$ cat src/hw/rtl/irc_tok_pkg.sv
// Shared types and constants for the IRC line tokenizer.
// Holds character codes, role and status codes and the result record.
// No dependencies.
`default_nettype none

package irc_tok_pkg;

    localparam int unsigned MAX_LINE_DEFAULT   = 512;
    localparam int unsigned MAX_PARAMS_ALLOWED = 15;

    localparam int unsigned BYTE_W   = 8;
    localparam int unsigned ROLE_W   = 3;
    localparam int unsigned IDX_W    = 4;
    localparam int unsigned STATUS_W = 4;

    localparam logic [BYTE_W-1:0] CH_CR    = 8'h0D;
    localparam logic [BYTE_W-1:0] CH_LF    = 8'h0A;
    localparam logic [BYTE_W-1:0] CH_COLON = 8'h3A;
    localparam logic [BYTE_W-1:0] CH_SPACE = 8'h20;
    localparam logic [BYTE_W-1:0] CH_NUL   = 8'h00;

    localparam logic [ROLE_W-1:0] ROLE_PREFIX = 3'd0;
    localparam logic [ROLE_W-1:0] ROLE_CMD    = 3'd1;
    localparam logic [ROLE_W-1:0] ROLE_MIDDLE = 3'd2;
    localparam logic [ROLE_W-1:0] ROLE_TRAIL  = 3'd3;
    localparam logic [ROLE_W-1:0] ROLE_END    = 3'd4;

    localparam logic [STATUS_W-1:0] ST_OK           = 4'd0;
    localparam logic [STATUS_W-1:0] ST_NULL         = 4'd1;
    localparam logic [STATUS_W-1:0] ST_NO_CMD       = 4'd2;
    localparam logic [STATUS_W-1:0] ST_EMPTY_PREFIX = 4'd3;
    localparam logic [STATUS_W-1:0] ST_EMPTY_CMD    = 4'd4;
    localparam logic [STATUS_W-1:0] ST_TOO_MANY     = 4'd5;
    localparam logic [STATUS_W-1:0] ST_EMPTY_PARAM  = 4'd6;
    localparam logic [STATUS_W-1:0] ST_EMPTY_LAST   = 4'd7;
    localparam logic [STATUS_W-1:0] ST_TOO_LONG     = 4'd8;

    typedef struct packed {
        logic                hit;
        logic [BYTE_W-1:0]   data;
        logic [ROLE_W-1:0]   role;
        logic [IDX_W-1:0]    idx;
        logic [STATUS_W-1:0] status;
        logic                eom;
    } tok_res_t;

endpackage

`default_nettype wire

$ cat src/hw/rtl/irc_tok_fsm.sv
// Per-byte line parser: holds the line state and decides each byte's result.
// Depends on irc_tok_pkg.
`default_nettype none

module irc_tok_fsm #(
    parameter int unsigned MAX_LINE = irc_tok_pkg::MAX_LINE_DEFAULT
) (
    input  wire logic                             clk,
    input  wire logic                             rst_n,
    input  wire logic                             step,
    input  wire logic [irc_tok_pkg::BYTE_W-1:0]   data,
    output irc_tok_pkg::tok_res_t                 res
);

    localparam int unsigned LEN_W = $clog2(MAX_LINE);
    localparam logic [LEN_W-1:0] LEN_LIMIT = LEN_W'(MAX_LINE - 1);
    localparam logic [irc_tok_pkg::IDX_W-1:0] PARAM_LIMIT =
        irc_tok_pkg::IDX_W'(irc_tok_pkg::MAX_PARAMS_ALLOWED);

    typedef enum logic [2:0] {
        PH_LINE_START,
        PH_PREFIX,
        PH_CMD,
        PH_GAP,
        PH_MIDDLE,
        PH_TRAIL_START,
        PH_TRAIL,
        PH_SKIP
    } phase_t;

    phase_t                                phase_reg, phase_next;
    logic [irc_tok_pkg::STATUS_W-1:0]      err_reg, err_next;
    logic                                  null_reg, null_next;
    logic [irc_tok_pkg::IDX_W-1:0]         count_reg, count_next;
    logic [LEN_W-1:0]                      len_reg, len_next;
    logic                                  empty_reg, empty_next;

    logic [irc_tok_pkg::STATUS_W-1:0]      end_err;
    logic                                  good;

    always_comb
    begin
        phase_next = phase_reg;
        err_next   = err_reg;
        null_next  = null_reg;
        count_next = count_reg;
        len_next   = len_reg;
        empty_next = empty_reg;
        res        = '0;
        end_err    = err_reg;
        good       = (err_reg == irc_tok_pkg::ST_OK) && !null_reg;

        if (data inside {irc_tok_pkg::CH_CR, irc_tok_pkg::CH_LF})
        begin
            if (len_reg != '0)
            begin
                if (good)
                begin
                    case (phase_reg)
                        PH_PREFIX:      end_err = irc_tok_pkg::ST_NO_CMD;
                        PH_CMD:         end_err = empty_reg ? irc_tok_pkg::ST_EMPTY_CMD
                                                            : irc_tok_pkg::ST_OK;
                        PH_GAP:         end_err = irc_tok_pkg::ST_EMPTY_PARAM;
                        PH_TRAIL_START: end_err = irc_tok_pkg::ST_EMPTY_LAST;
                        default:        end_err = irc_tok_pkg::ST_OK;
                    endcase
                end
                res.hit  = 1'b1;
                res.role = irc_tok_pkg::ROLE_END;
                res.eom  = 1'b1;
                if (err_reg == irc_tok_pkg::ST_TOO_LONG)
                    res.status = irc_tok_pkg::ST_TOO_LONG;
                else if (null_reg)
                    res.status = irc_tok_pkg::ST_NULL;
                else
                    res.status = end_err;
            end
            phase_next = PH_LINE_START;
            err_next   = irc_tok_pkg::ST_OK;
            null_next  = 1'b0;
            count_next = '0;
            len_next   = '0;
            empty_next = 1'b1;
        end
        else if (len_reg >= LEN_LIMIT)
        begin
            err_next   = irc_tok_pkg::ST_TOO_LONG;
            phase_next = PH_SKIP;
        end
        else
        begin
            len_next = len_reg + 1'b1;
            if (data == irc_tok_pkg::CH_NUL)
            begin
                null_next  = 1'b1;
                phase_next = PH_SKIP;
            end
            else if (good)
            begin
                res.data = data;
                case (phase_reg)
                    PH_LINE_START:
                    begin
                        if (data == irc_tok_pkg::CH_COLON)
                        begin
                            phase_next = PH_PREFIX;
                            empty_next = 1'b1;
                        end
                        else if (data == irc_tok_pkg::CH_SPACE)
                        begin
                            err_next   = irc_tok_pkg::ST_EMPTY_CMD;
                            phase_next = PH_SKIP;
                        end
                        else
                        begin
                            phase_next = PH_CMD;
                            empty_next = 1'b0;
                            res.hit    = 1'b1;
                            res.role   = irc_tok_pkg::ROLE_CMD;
                        end
                    end
                    PH_PREFIX:
                    begin
                        if (data == irc_tok_pkg::CH_SPACE)
                        begin
                            if (empty_reg)
                            begin
                                err_next   = irc_tok_pkg::ST_EMPTY_PREFIX;
                                phase_next = PH_SKIP;
                            end
                            else
                            begin
                                phase_next = PH_CMD;
                                empty_next = 1'b1;
                            end
                        end
                        else
                        begin
                            empty_next = 1'b0;
                            res.hit    = 1'b1;
                            res.role   = irc_tok_pkg::ROLE_PREFIX;
                        end
                    end
                    PH_CMD:
                    begin
                        if (data == irc_tok_pkg::CH_SPACE)
                        begin
                            if (empty_reg)
                            begin
                                err_next   = irc_tok_pkg::ST_EMPTY_CMD;
                                phase_next = PH_SKIP;
                            end
                            else
                                phase_next = PH_GAP;
                        end
                        else
                        begin
                            empty_next = 1'b0;
                            res.hit    = 1'b1;
                            res.role   = irc_tok_pkg::ROLE_CMD;
                        end
                    end
                    PH_GAP:
                    begin
                        if (data == irc_tok_pkg::CH_SPACE)
                        begin
                            err_next   = irc_tok_pkg::ST_EMPTY_PARAM;
                            phase_next = PH_SKIP;
                        end
                        else if (data == irc_tok_pkg::CH_COLON)
                            phase_next = PH_TRAIL_START;
                        else
                        begin
                            phase_next = PH_MIDDLE;
                            count_next = count_reg + 1'b1;
                            res.hit    = 1'b1;
                            res.role   = irc_tok_pkg::ROLE_MIDDLE;
                            res.idx    = count_reg;
                        end
                    end
                    PH_MIDDLE:
                    begin
                        if (data == irc_tok_pkg::CH_SPACE)
                        begin
                            if (count_reg >= PARAM_LIMIT)
                            begin
                                err_next   = irc_tok_pkg::ST_TOO_MANY;
                                phase_next = PH_SKIP;
                            end
                            else
                                phase_next = PH_GAP;
                        end
                        else
                        begin
                            res.hit  = 1'b1;
                            res.role = irc_tok_pkg::ROLE_MIDDLE;
                            res.idx  = count_reg - 1'b1;
                        end
                    end
                    PH_TRAIL_START:
                    begin
                        phase_next = PH_TRAIL;
                        count_next = count_reg + 1'b1;
                        res.hit    = 1'b1;
                        res.role   = irc_tok_pkg::ROLE_TRAIL;
                        res.idx    = count_reg;
                    end
                    PH_TRAIL:
                    begin
                        res.hit  = 1'b1;
                        res.role = irc_tok_pkg::ROLE_TRAIL;
                        res.idx  = count_reg - 1'b1;
                    end
                    default:
                    begin
                        res.hit = 1'b0;
                    end
                endcase
            end
        end
    end

    always_ff @(posedge clk or negedge rst_n)
    begin
        if (!rst_n)
        begin
            phase_reg <= PH_LINE_START;
            err_reg   <= irc_tok_pkg::ST_OK;
            null_reg  <= 1'b0;
            count_reg <= '0;
            len_reg   <= '0;
            empty_reg <= 1'b1;
        end
        else if (step)
        begin
            phase_reg <= phase_next;
            err_reg   <= err_next;
            null_reg  <= null_next;
            count_reg <= count_next;
            len_reg   <= len_next;
            empty_reg <= empty_next;
        end
    end

endmodule

`default_nettype wire

$ cat src/hw/rtl/irc_line_tokenizer_unit.sv
// Top level of the IRC line tokenizer: input register, parser, result register.
// Depends on irc_tok_pkg and irc_tok_fsm.
//
// Takes one raw byte a cycle from the link and gives at most one word per byte:
// a tagged content byte, or a status word when CR or LF closes a non-empty line.
// A byte is held in the input register and is decided on its way into the
// result register, which drives its word onto the output. One byte is taken
// every cycle while tok_stall is low; while a result word waits under tok_stall,
// the byte in the input register is held and rx_stall rises, whether or not
// that byte gives a word. Lines are limited to MAX_LINE-1 content bytes.
`default_nettype none

module irc_line_tokenizer_unit #(
    parameter int unsigned MAX_LINE = irc_tok_pkg::MAX_LINE_DEFAULT
) (
    input  wire logic                               clk,
    input  wire logic                               rst_n,
    input  wire logic                               rx_valid,
    output logic                                    rx_stall,
    input  wire logic [irc_tok_pkg::BYTE_W-1:0]     in_byte,
    output logic                                    tok_valid,
    input  wire logic                               tok_stall,
    output logic [irc_tok_pkg::BYTE_W-1:0]          out_byte,
    output logic [irc_tok_pkg::ROLE_W-1:0]          role,
    output logic [irc_tok_pkg::IDX_W-1:0]           param_index,
    output logic [irc_tok_pkg::STATUS_W-1:0]        status,
    output logic                                    end_of_message
);

    logic                               rx_valid_reg;
    logic [irc_tok_pkg::BYTE_W-1:0]     rx_byte_reg;
    logic                               tok_valid_reg;
    irc_tok_pkg::tok_res_t              tok_reg;
    irc_tok_pkg::tok_res_t              res;
    logic                               out_free;
    logic                               advance;

    assign out_free = !tok_valid_reg || !tok_stall;
    assign advance  = rx_valid_reg && out_free;
    assign rx_stall = rx_valid_reg && !out_free;

    irc_tok_fsm #(
        .MAX_LINE (MAX_LINE)
    ) u_fsm (
        .clk   (clk),
        .rst_n (rst_n),
        .step  (advance),
        .data  (rx_byte_reg),
        .res   (res)
    );

    always_ff @(posedge clk or negedge rst_n)
    begin
        if (!rst_n)
        begin
            rx_valid_reg  <= 1'b0;
            tok_valid_reg <= 1'b0;
        end
        else
        begin
            if (!rx_stall)
                rx_valid_reg <= rx_valid;
            if (out_free)
                tok_valid_reg <= advance && res.hit;
        end
    end

    always_ff @(posedge clk)
    begin
        if (rx_valid && !rx_stall)
            rx_byte_reg <= in_byte;
        if (advance && res.hit)
            tok_reg <= res;
    end

    assign tok_valid      = tok_valid_reg;
    assign out_byte       = tok_reg.data;
    assign role           = tok_reg.role;
    assign param_index    = tok_reg.idx;
    assign status         = tok_reg.status;
    assign end_of_message = tok_reg.eom;

endmodule

`default_nettype wire

$ cat config.mk
export PLATFORM = sky130hd
export DESIGN_NAME = irc_line_tokenizer_unit
export DESIGN_NICKNAME = d
export VERILOG_FILES = /design/src/hw/rtl/irc_tok_pkg.sv /design/src/hw/rtl/irc_tok_fsm.sv /design/src/hw/rtl/irc_line_tokenizer_unit.sv
export SDC_FILE = /design/constraint.sdc
export NUM_CORES = 1
export LEC_CHECK = 0
export ABC_CLOCK_PERIOD_IN_PS = 4100
export BUFFER_PORTS_ARGS = -buffer_cell sky130_fd_sc_hd__buf_2
export CAP_MARGIN = 20
export CORE_MARGIN = 5
export CORE_UTILIZATION = 58
export DETAILED_ROUTE_END_ITERATION = 10
export PLACE_DENSITY_LB_ADDON = 0.2
export SYNTH_ARGS = -nofsm -noshare
export SYNTH_HDL_FRONTEND = slang
export SYNTH_SLANG_ARGS = --single-unit
$ cat constraint.sdc
create_clock -name clk -period 4.1 [get_ports clk]
set_input_delay 0.41 -clock clk [delete_from_list [all_inputs] [get_ports clk]]
set_output_delay 0.41 -clock clk [all_outputs]
set_load 0.1 [all_outputs]
==> results.json, run 1 <==
{
  "status": "finished, final reports clean",
  "n_fill_cell": 405,
  "clk_pin_slew_ps": 80,
  "crit_start": "u_fsm.len_reg[2]$_DFFE_PN0P_",
  "clock-sinks": 51,
  "start_util": 0.609,
  "grt.overflow.total": 0,
  "synthCells": 292,
  "worstSetupPathType": "reg2reg",
  "synth_top_area_cell": "edfxtp_1",
  "max_freq_mhz": 346,
  "crit_arrival_ps": 2900,
  "antenna_found_initial": 0,
  "met3_length_um": 481,
  "synth_edf_count": 27,
  "synth.area.mux_share": 0,
  "drtPass1Iterations": 5,
  "ant_nets": 0,
  "p_leak_nw": 1.33,
  "largest_register_ffs": 9,
  "ys.flop_type": "edfxtp_1",
  "finClkSkew_ps": 5.50,
  "grt_usage": 0.214,
  "rsz0062_at_grt": "false",
  "cap_viol_max_count": 0,
  "grt_pass1_wl_mm": 10.7,
  "insertedDiodeCount": 0,
  "cts_inserted_buffers": 5,
  "r2r_cells": 8,
  "rows": 25,
  "yosysSeqAreaShare": 0.482,
  "grt_pass1_vias": 2217,
  "ys_ff_latch": 51,
  "ctsHoldBuffers": 0,
  "cp-endpoint": "end_of_message$_SDFFCE_PP0P_",
  "grt_start_max_net_pins": 25,
  "min-delay-path-class": "in2async",
  "drt-initial-drc-count": 336,
  "dieArea_um2": 6580,
  "h-tree-depth": 2,
  "finalSetupViolCount": 0,
  "timing.final.crit_share": 0.704,
  "dp_hpwl_mm": 4.62,
  "setup.worst_path.end_class": "flip-flop",
  "wl_per_cell_um": 16.4,
  "ys_async_sr_fraction": 0.471,
  "drive_above_1_share": 0.199,
  "synth_top_family_by_area": "simple AND/OR/NAND/NOR gates",
  "slew_headroom": 0.544,
  "postRouteWirelength_mm": 6.37,
  "tns_ps": 0,
  "yosys-top-cells-area": "edfxtp_1 (28%), dfrtp_1 (20%), nand2_1 (3.6%)",
  "vias": 2448,
  "r2r-end": "end_of_message$_SDFFCE_PP0P_",
  "rr_startpoint": "u_fsm.len_reg[2]$_DFFE_PN0P_",
  "layout_min_cycle_time_ps": 2890,
  "synth_fa_ha_area_frac": 0.0213,
  "multi_input_area_um2": 1420,
  "clk_latency_ps": 300,
  "netlist_area_um2": 2930,
  "p_per_area_nw_per_um2": 661,
  "nets": 338,
  "tightest_slew_ps": 685,
  "die_h_um": 81.1,
  "maxSlewViolCount": 0,
  "cts-resized-gates": 0,
  "start_kind": "flip-flop",
  "die_x_um": 81.1,
  "cts_setup_buffers": 0,
  "gp_congestion": 0.958,
  "core_um2": 4820,
  "finalPower_w": 0.00214,
  "finalHoldViolations": 0,
  "portBuffers": 33,
  "utilization": 0.672,
  "syn_avg_cell_area_um2": 10.0,
  "top_layer_used": "met4",
  "synth_xor_area_frac": 0.00896,
  "areaGrowthSynthToFinish_pct": 10.3,
  "rrSetupSlack_ps": 1210,
  "wl_met2_mm": 2.90,
  "yosysWarnings": 0,
  "drc_errors": 0,
  "placed_area_um2": 3150,
  "clockBufferDepth": 2,
  "crit_required_ps": 4110,
  "path_max_fanout": 11,
  "fin_area_um2": 3240,
  "synth_cell_types": 70,
  "vdd_ir_drop_max_mv": 0.408,
  "synth-compound-area-share": 0.217,
  "met1Wirelength_mm": 2.85,
  "yosysTopAreaCellShare": 0.276,
  "synth.net_count": 309,
  "whs_ps": 97.0,
  "viasPerCell": 6.29,
  "cts_tree": "yes",
  "seqCellArea_um2": 1410,
  "ios": 34,
  "synth-simple-area-share": 0.238,
  "cts_root_buffer": "clkbuf_8"
}
-- cell type report --
cell class | count | share of cell area
Clock inverter | 1 | 0.00116
Tap cell | 67 | 0.0259
Sequential cell | 51 | 0.437
Timing Repair Buffer | 36 | 0.0580
Inverter | 10 | 0.0116
Clock buffer | 7 | 0.0267
Multi-Input combinational cell | 217 | 0.440
-- stage by stage --
stage | setup WS (ps) | std cells
after global placement | 1340 | 381
after global routing | 1020 | 389
after CTS | 1190 | 389
after detailed placement | 1220 | 381
after floorplan | 927 | 292
final | 1210 | 389
-- cell usage after synthesis (3+ instances only) --
master,number
nand2_1,28
edfxtp_1,27
dfrtp_1,23
nor2_1,20
a21oi_1,17
o21ai_0,15
a31oi_1,11
nor3_1,11
and2_1,10
inv_1,10
clkbuf_1,9
nand3_1,8
o211ai_1,6
ha_1,5
and3_1,4
nand2b_1,4
nor4_1,4
or2_2,4
a211oi_1,3
a22o_1,3
a311oi_1,3
nand4_1,3
o21ai_1,3
-- cells by family (layout without fill, tap and decap cells) --
logic type / after synthesis / in the layout
buffers and inverters: 24 / 54
flip-flops: 51 / 51
adder cells (fa/ha/maj): 5 / 5
AND/OR/NAND/NOR: 121 / 121
XOR/XNOR: 3 / 3
AO/OA/AOI/OAI: 88 / 88
-- power by group --
group          internal (W)  switching, W  total [W]
logic              0.000305      0.000691   0.000996
clock network      0.000135      0.000150   0.000285
registers          0.000679      0.000179   0.000858
total               0.00112       0.00102    0.00214
-- worst max-delay path, stage by stage (launching register included) --
cell and delay [ps]:
dfrtp_1 450, and4_1 320, and4_1 230, ha_1 220
a41o_1 340, nor3_2 410, a31oi_1 190, nor2_1 210
buf_4 230
-- routing by layer --
layer / track usage / vias up
li1: - / 1168
met1: 0.293 / 1132
met2: 0.339 / 131
met3: 0.0543 / 17
met4: 0.0574 / 0
met5: 0 / -
-- placed cells by master (no fill, tap or decap), types with 3 or more instances in the layout --
cell type  count
a311oi_1       3
and3_1         4
dfrtp_1       23
buf_2         33
a22o_1         3
nor2_1        20
o21ai_1        3
nand2_1       28
inv_1         10
a21oi_1       17
buf_4          3
and2_1        10
clkbuf_8       6
nor3_1        11
o211ai_1       6
nor4_1         4
nand4_1        3
a31oi_1       11
nand2b_1       4
or2_2          4
ha_1           5
edfxtp_1      27
o21ai_0       15
nand3_1        8
a211oi_1       3
-- how the worst min path moves through the flow --
stage	end	from	cells after the start	slack, ps
after global routing	u_fsm.err_reg[0]$_DFFE_PN0P_	rst_n	1	140
final	u_fsm.err_reg[2]$_DFFE_PN0P_	rst_n	1	100
after CTS	u_fsm.err_reg[0]$_DFFE_PN0P_	rst_n	1	120
after floorplan	rx_valid_reg$_DFFE_PN0N_	rst_n	0	110
after detailed placement	u_fsm.err_reg[2]$_DFFE_PN0P_	rst_n	1	440
after global placement	u_fsm.err_reg[2]$_DFFE_PN0P_	rst_n	1	430
No activity file was read; power rests on OpenSTA's default activity.
==> run 2: changes to the inputs <==
- ABC_CLOCK_PERIOD_IN_PS: 4100 -> 2300
- CORE_UTILIZATION: 58 -> 53
- clock period: 4.1 -> 2.3 ns (I/O delays scaled with it)
==> results.json, run 2 (same netlist as run 1, synthesis figures left out) <==
{
  "status": "finished, final reports clean",
  "min-delay-path-class": "in2reg",
  "cp-endpoint": "out_byte[2]$_SDFFCE_PP0P_",
  "critPathMaxStageDelay_ps": 390,
  "tightest_slew_ps": 563,
  "start_util": 0.539,
  "cts_inserted_buffers": 5,
  "crit_start": "u_fsm.len_reg[5]$_DFFE_PN0P_",
  "cpMaxStageDelayCell": "dfrtp_1",
  "h-tree-depth": 2,
  "grt_usage": 0.206,
  "drtPass1Iterations": 5,
  "drive_above_1_share": 0.292,
  "ios": 34,
  "placed_area_um2": 3380,
  "die_x_um": 84.4,
  "finClkSkew_ps": 10.6,
  "nets": 372,
  "setup.worst_path.end_class": "flip-flop",
  "clk_latency_ps": 310,
  "finalSetupViolCount": 0,
  "layout_common_cells": "buf_2 (33), buf_4 (33), nand2_1 (28), edfxtp_1 (27), dfrtp_1 (23)",
  "gp_congestion": 0.914,
  "fin_area_um2": 3580,
  "clockBufferDepth": 2,
  "vdd_ir_drop_max_mv": 0.688,
  "cap_viol_max_count": 0,
  "grt_start_max_net_pins": 25,
  "ant_nets": 0,
  "seqCellArea_um2": 1410,
  "dieArea_um2": 7120,
  "p_leak_nw": 1.51,
  "grt.overflow.total": 0,
  "placedCellCount": 412,
  "largest_register_ffs": 9,
  "antenna_found_initial": 0,
  "areaGrowthSynthToFinish_pct": 22.1,
  "crit_top_cell": "and4_1",
  "wl_per_cell_um": 17.4,
  "portBuffers": 33,
  "dp_slack_ps": 48.4,
  "die_h_um": 84.4,
  "fin_cells": 428,
  "drc_errors": 0,
  "crit_required_ps": 2330,
  "multi_input_area_um2": 1480,
  "maxSlewViolCount": 0,
  "rr_startpoint": "u_fsm.len_reg[5]$_DFFE_PN0P_",
  "r2r-end": "out_byte[2]$_SDFFCE_PP0P_",
  "p_per_area_nw_per_um2": 1150,
  "path_cells": "and4_1 > and4_1 > ha_4 > a41o_1 > nor3_4 > a31oi_4 > nor2_4 > clkbuf_16",
  "slew_headroom": 0.624,
  "postRouteWirelength_mm": 7.46,
  "timing.final.crit_share": 0.979,
  "insertedDiodeCount": 0,
  "cts_root_buffer": "clkbuf_8",
  "viasPerCell": 6.22,
  "clock-sinks": 51,
  "start_kind": "flip-flop",
  "grt_pass1_vias": 2496,
  "n_fill_cell": 461,
  "max_freq_mhz": 444,
  "vias": 2663,
  "setup_slack_ps": 48.9,
  "worstSetupPathType": "reg2reg",
  "rrSetupSlack_ps": 50,
  "clk_pin_slew_ps": 90,
  "layout_min_cycle_time_ps": 2250,
  "grt_pass1_wl_mm": 12.0,
  "dp_hpwl_mm": 5.24,
  "tns_ps": 0,
  "finalHoldViolations": 0,
  "path_max_fanout": 5,
  "drt-initial-drc-count": 370,
  "r2r_cells": 8,
  "cts_tree": "yes",
  "crit_arrival_ps": 2280,
  "rows": 27,
  "core_um2": 5440
}
run 2: worst max-delay path: cells and delay by family, from the launching register on:
| family | cells | cell delay [ps] |
|---|---|---|
| AND/OR/NAND/NOR | 4 | 840 |
| AO/OA/AOI/OAI | 2 | 370 |
| buffers and inverters | 1 | 200 |
| adder cells (fa/ha/maj) | 1 | 170 |
| flip-flops | 1 | 390 |
run 2: worst min-delay path by stage:
stage / startpoint / cells after the start / endpoint / slack (ps)
4_1_cts: in_byte[2] / 1 / rx_byte_reg[2]$_DFFE_PP_ / 90
2_1_floorplan: rst_n / 0 / rx_valid_reg$_DFFE_PN0N_ / -70
5_1_grt: in_byte[3] / 1 / rx_byte_reg[3]$_DFFE_PP_ / 80
3_5_place_dp: rst_n / 1 / u_fsm.err_reg[2]$_DFFE_PN0P_ / 250
3_3_place_gp: rst_n / 1 / u_fsm.count_reg[2]$_DFFE_PN0P_ / 250
6_report: in_byte[2] / 1 / rx_byte_reg[2]$_DFFE_PP_ / 100
run 2: cell type report:
type	count	area share
multi-input cells	217	0.412
inverters	10	0.0105
flip-flops and latches	51	0.394
clock buffers	6	0.0203
repair buffers	70	0.134
clock inverters	2	0.00349
well taps	72	0.0252
run 2: routing by layer:
metal | vias up | wire length, um | track usage
li1 | 1236 | - | -
met1 | 1283 | 3140 | 0.278
met2 | 125 | 3660 | 0.338
met3 | 19 | 495 | 0.0353
met4 | 0 | 162 | 0.0691
met5 | - | 0 | 0
run 2: metrics by stage:
step / power (W) / hold WS (ps) / util
4_1_cts: 0.00402 / 92.3 / 0.639
5_1_grt: 0.00439 / 80.0 / 0.658
3_3_place_gp: 0.00344 / 251 / 0.622
6_report: 0.00412 / 95.3 / 0.658
3_5_place_dp: 0.00350 / 253 / 0.622
2_1_floorplan: 0.00302 / -65.6 / -
run 2: power by group:
part / switching [W] / total (W) / internal [W]
clock: 0.000297 / 0.000511 / 0.000213
combinational: 0.00146 / 0.00220 / 0.000747
sequential: 0.000196 / 0.00141 / 0.00121
total: 0.00195 / 0.00412 / 0.00217
run 2: timing repair:
action,4_1_cts,5_1_grt
endpoints found under the setup margin,0,21
hold buffers,1,0
buffers inserted,0,5
endpoints found under the hold margin,23,0
gates resized for setup,0,6
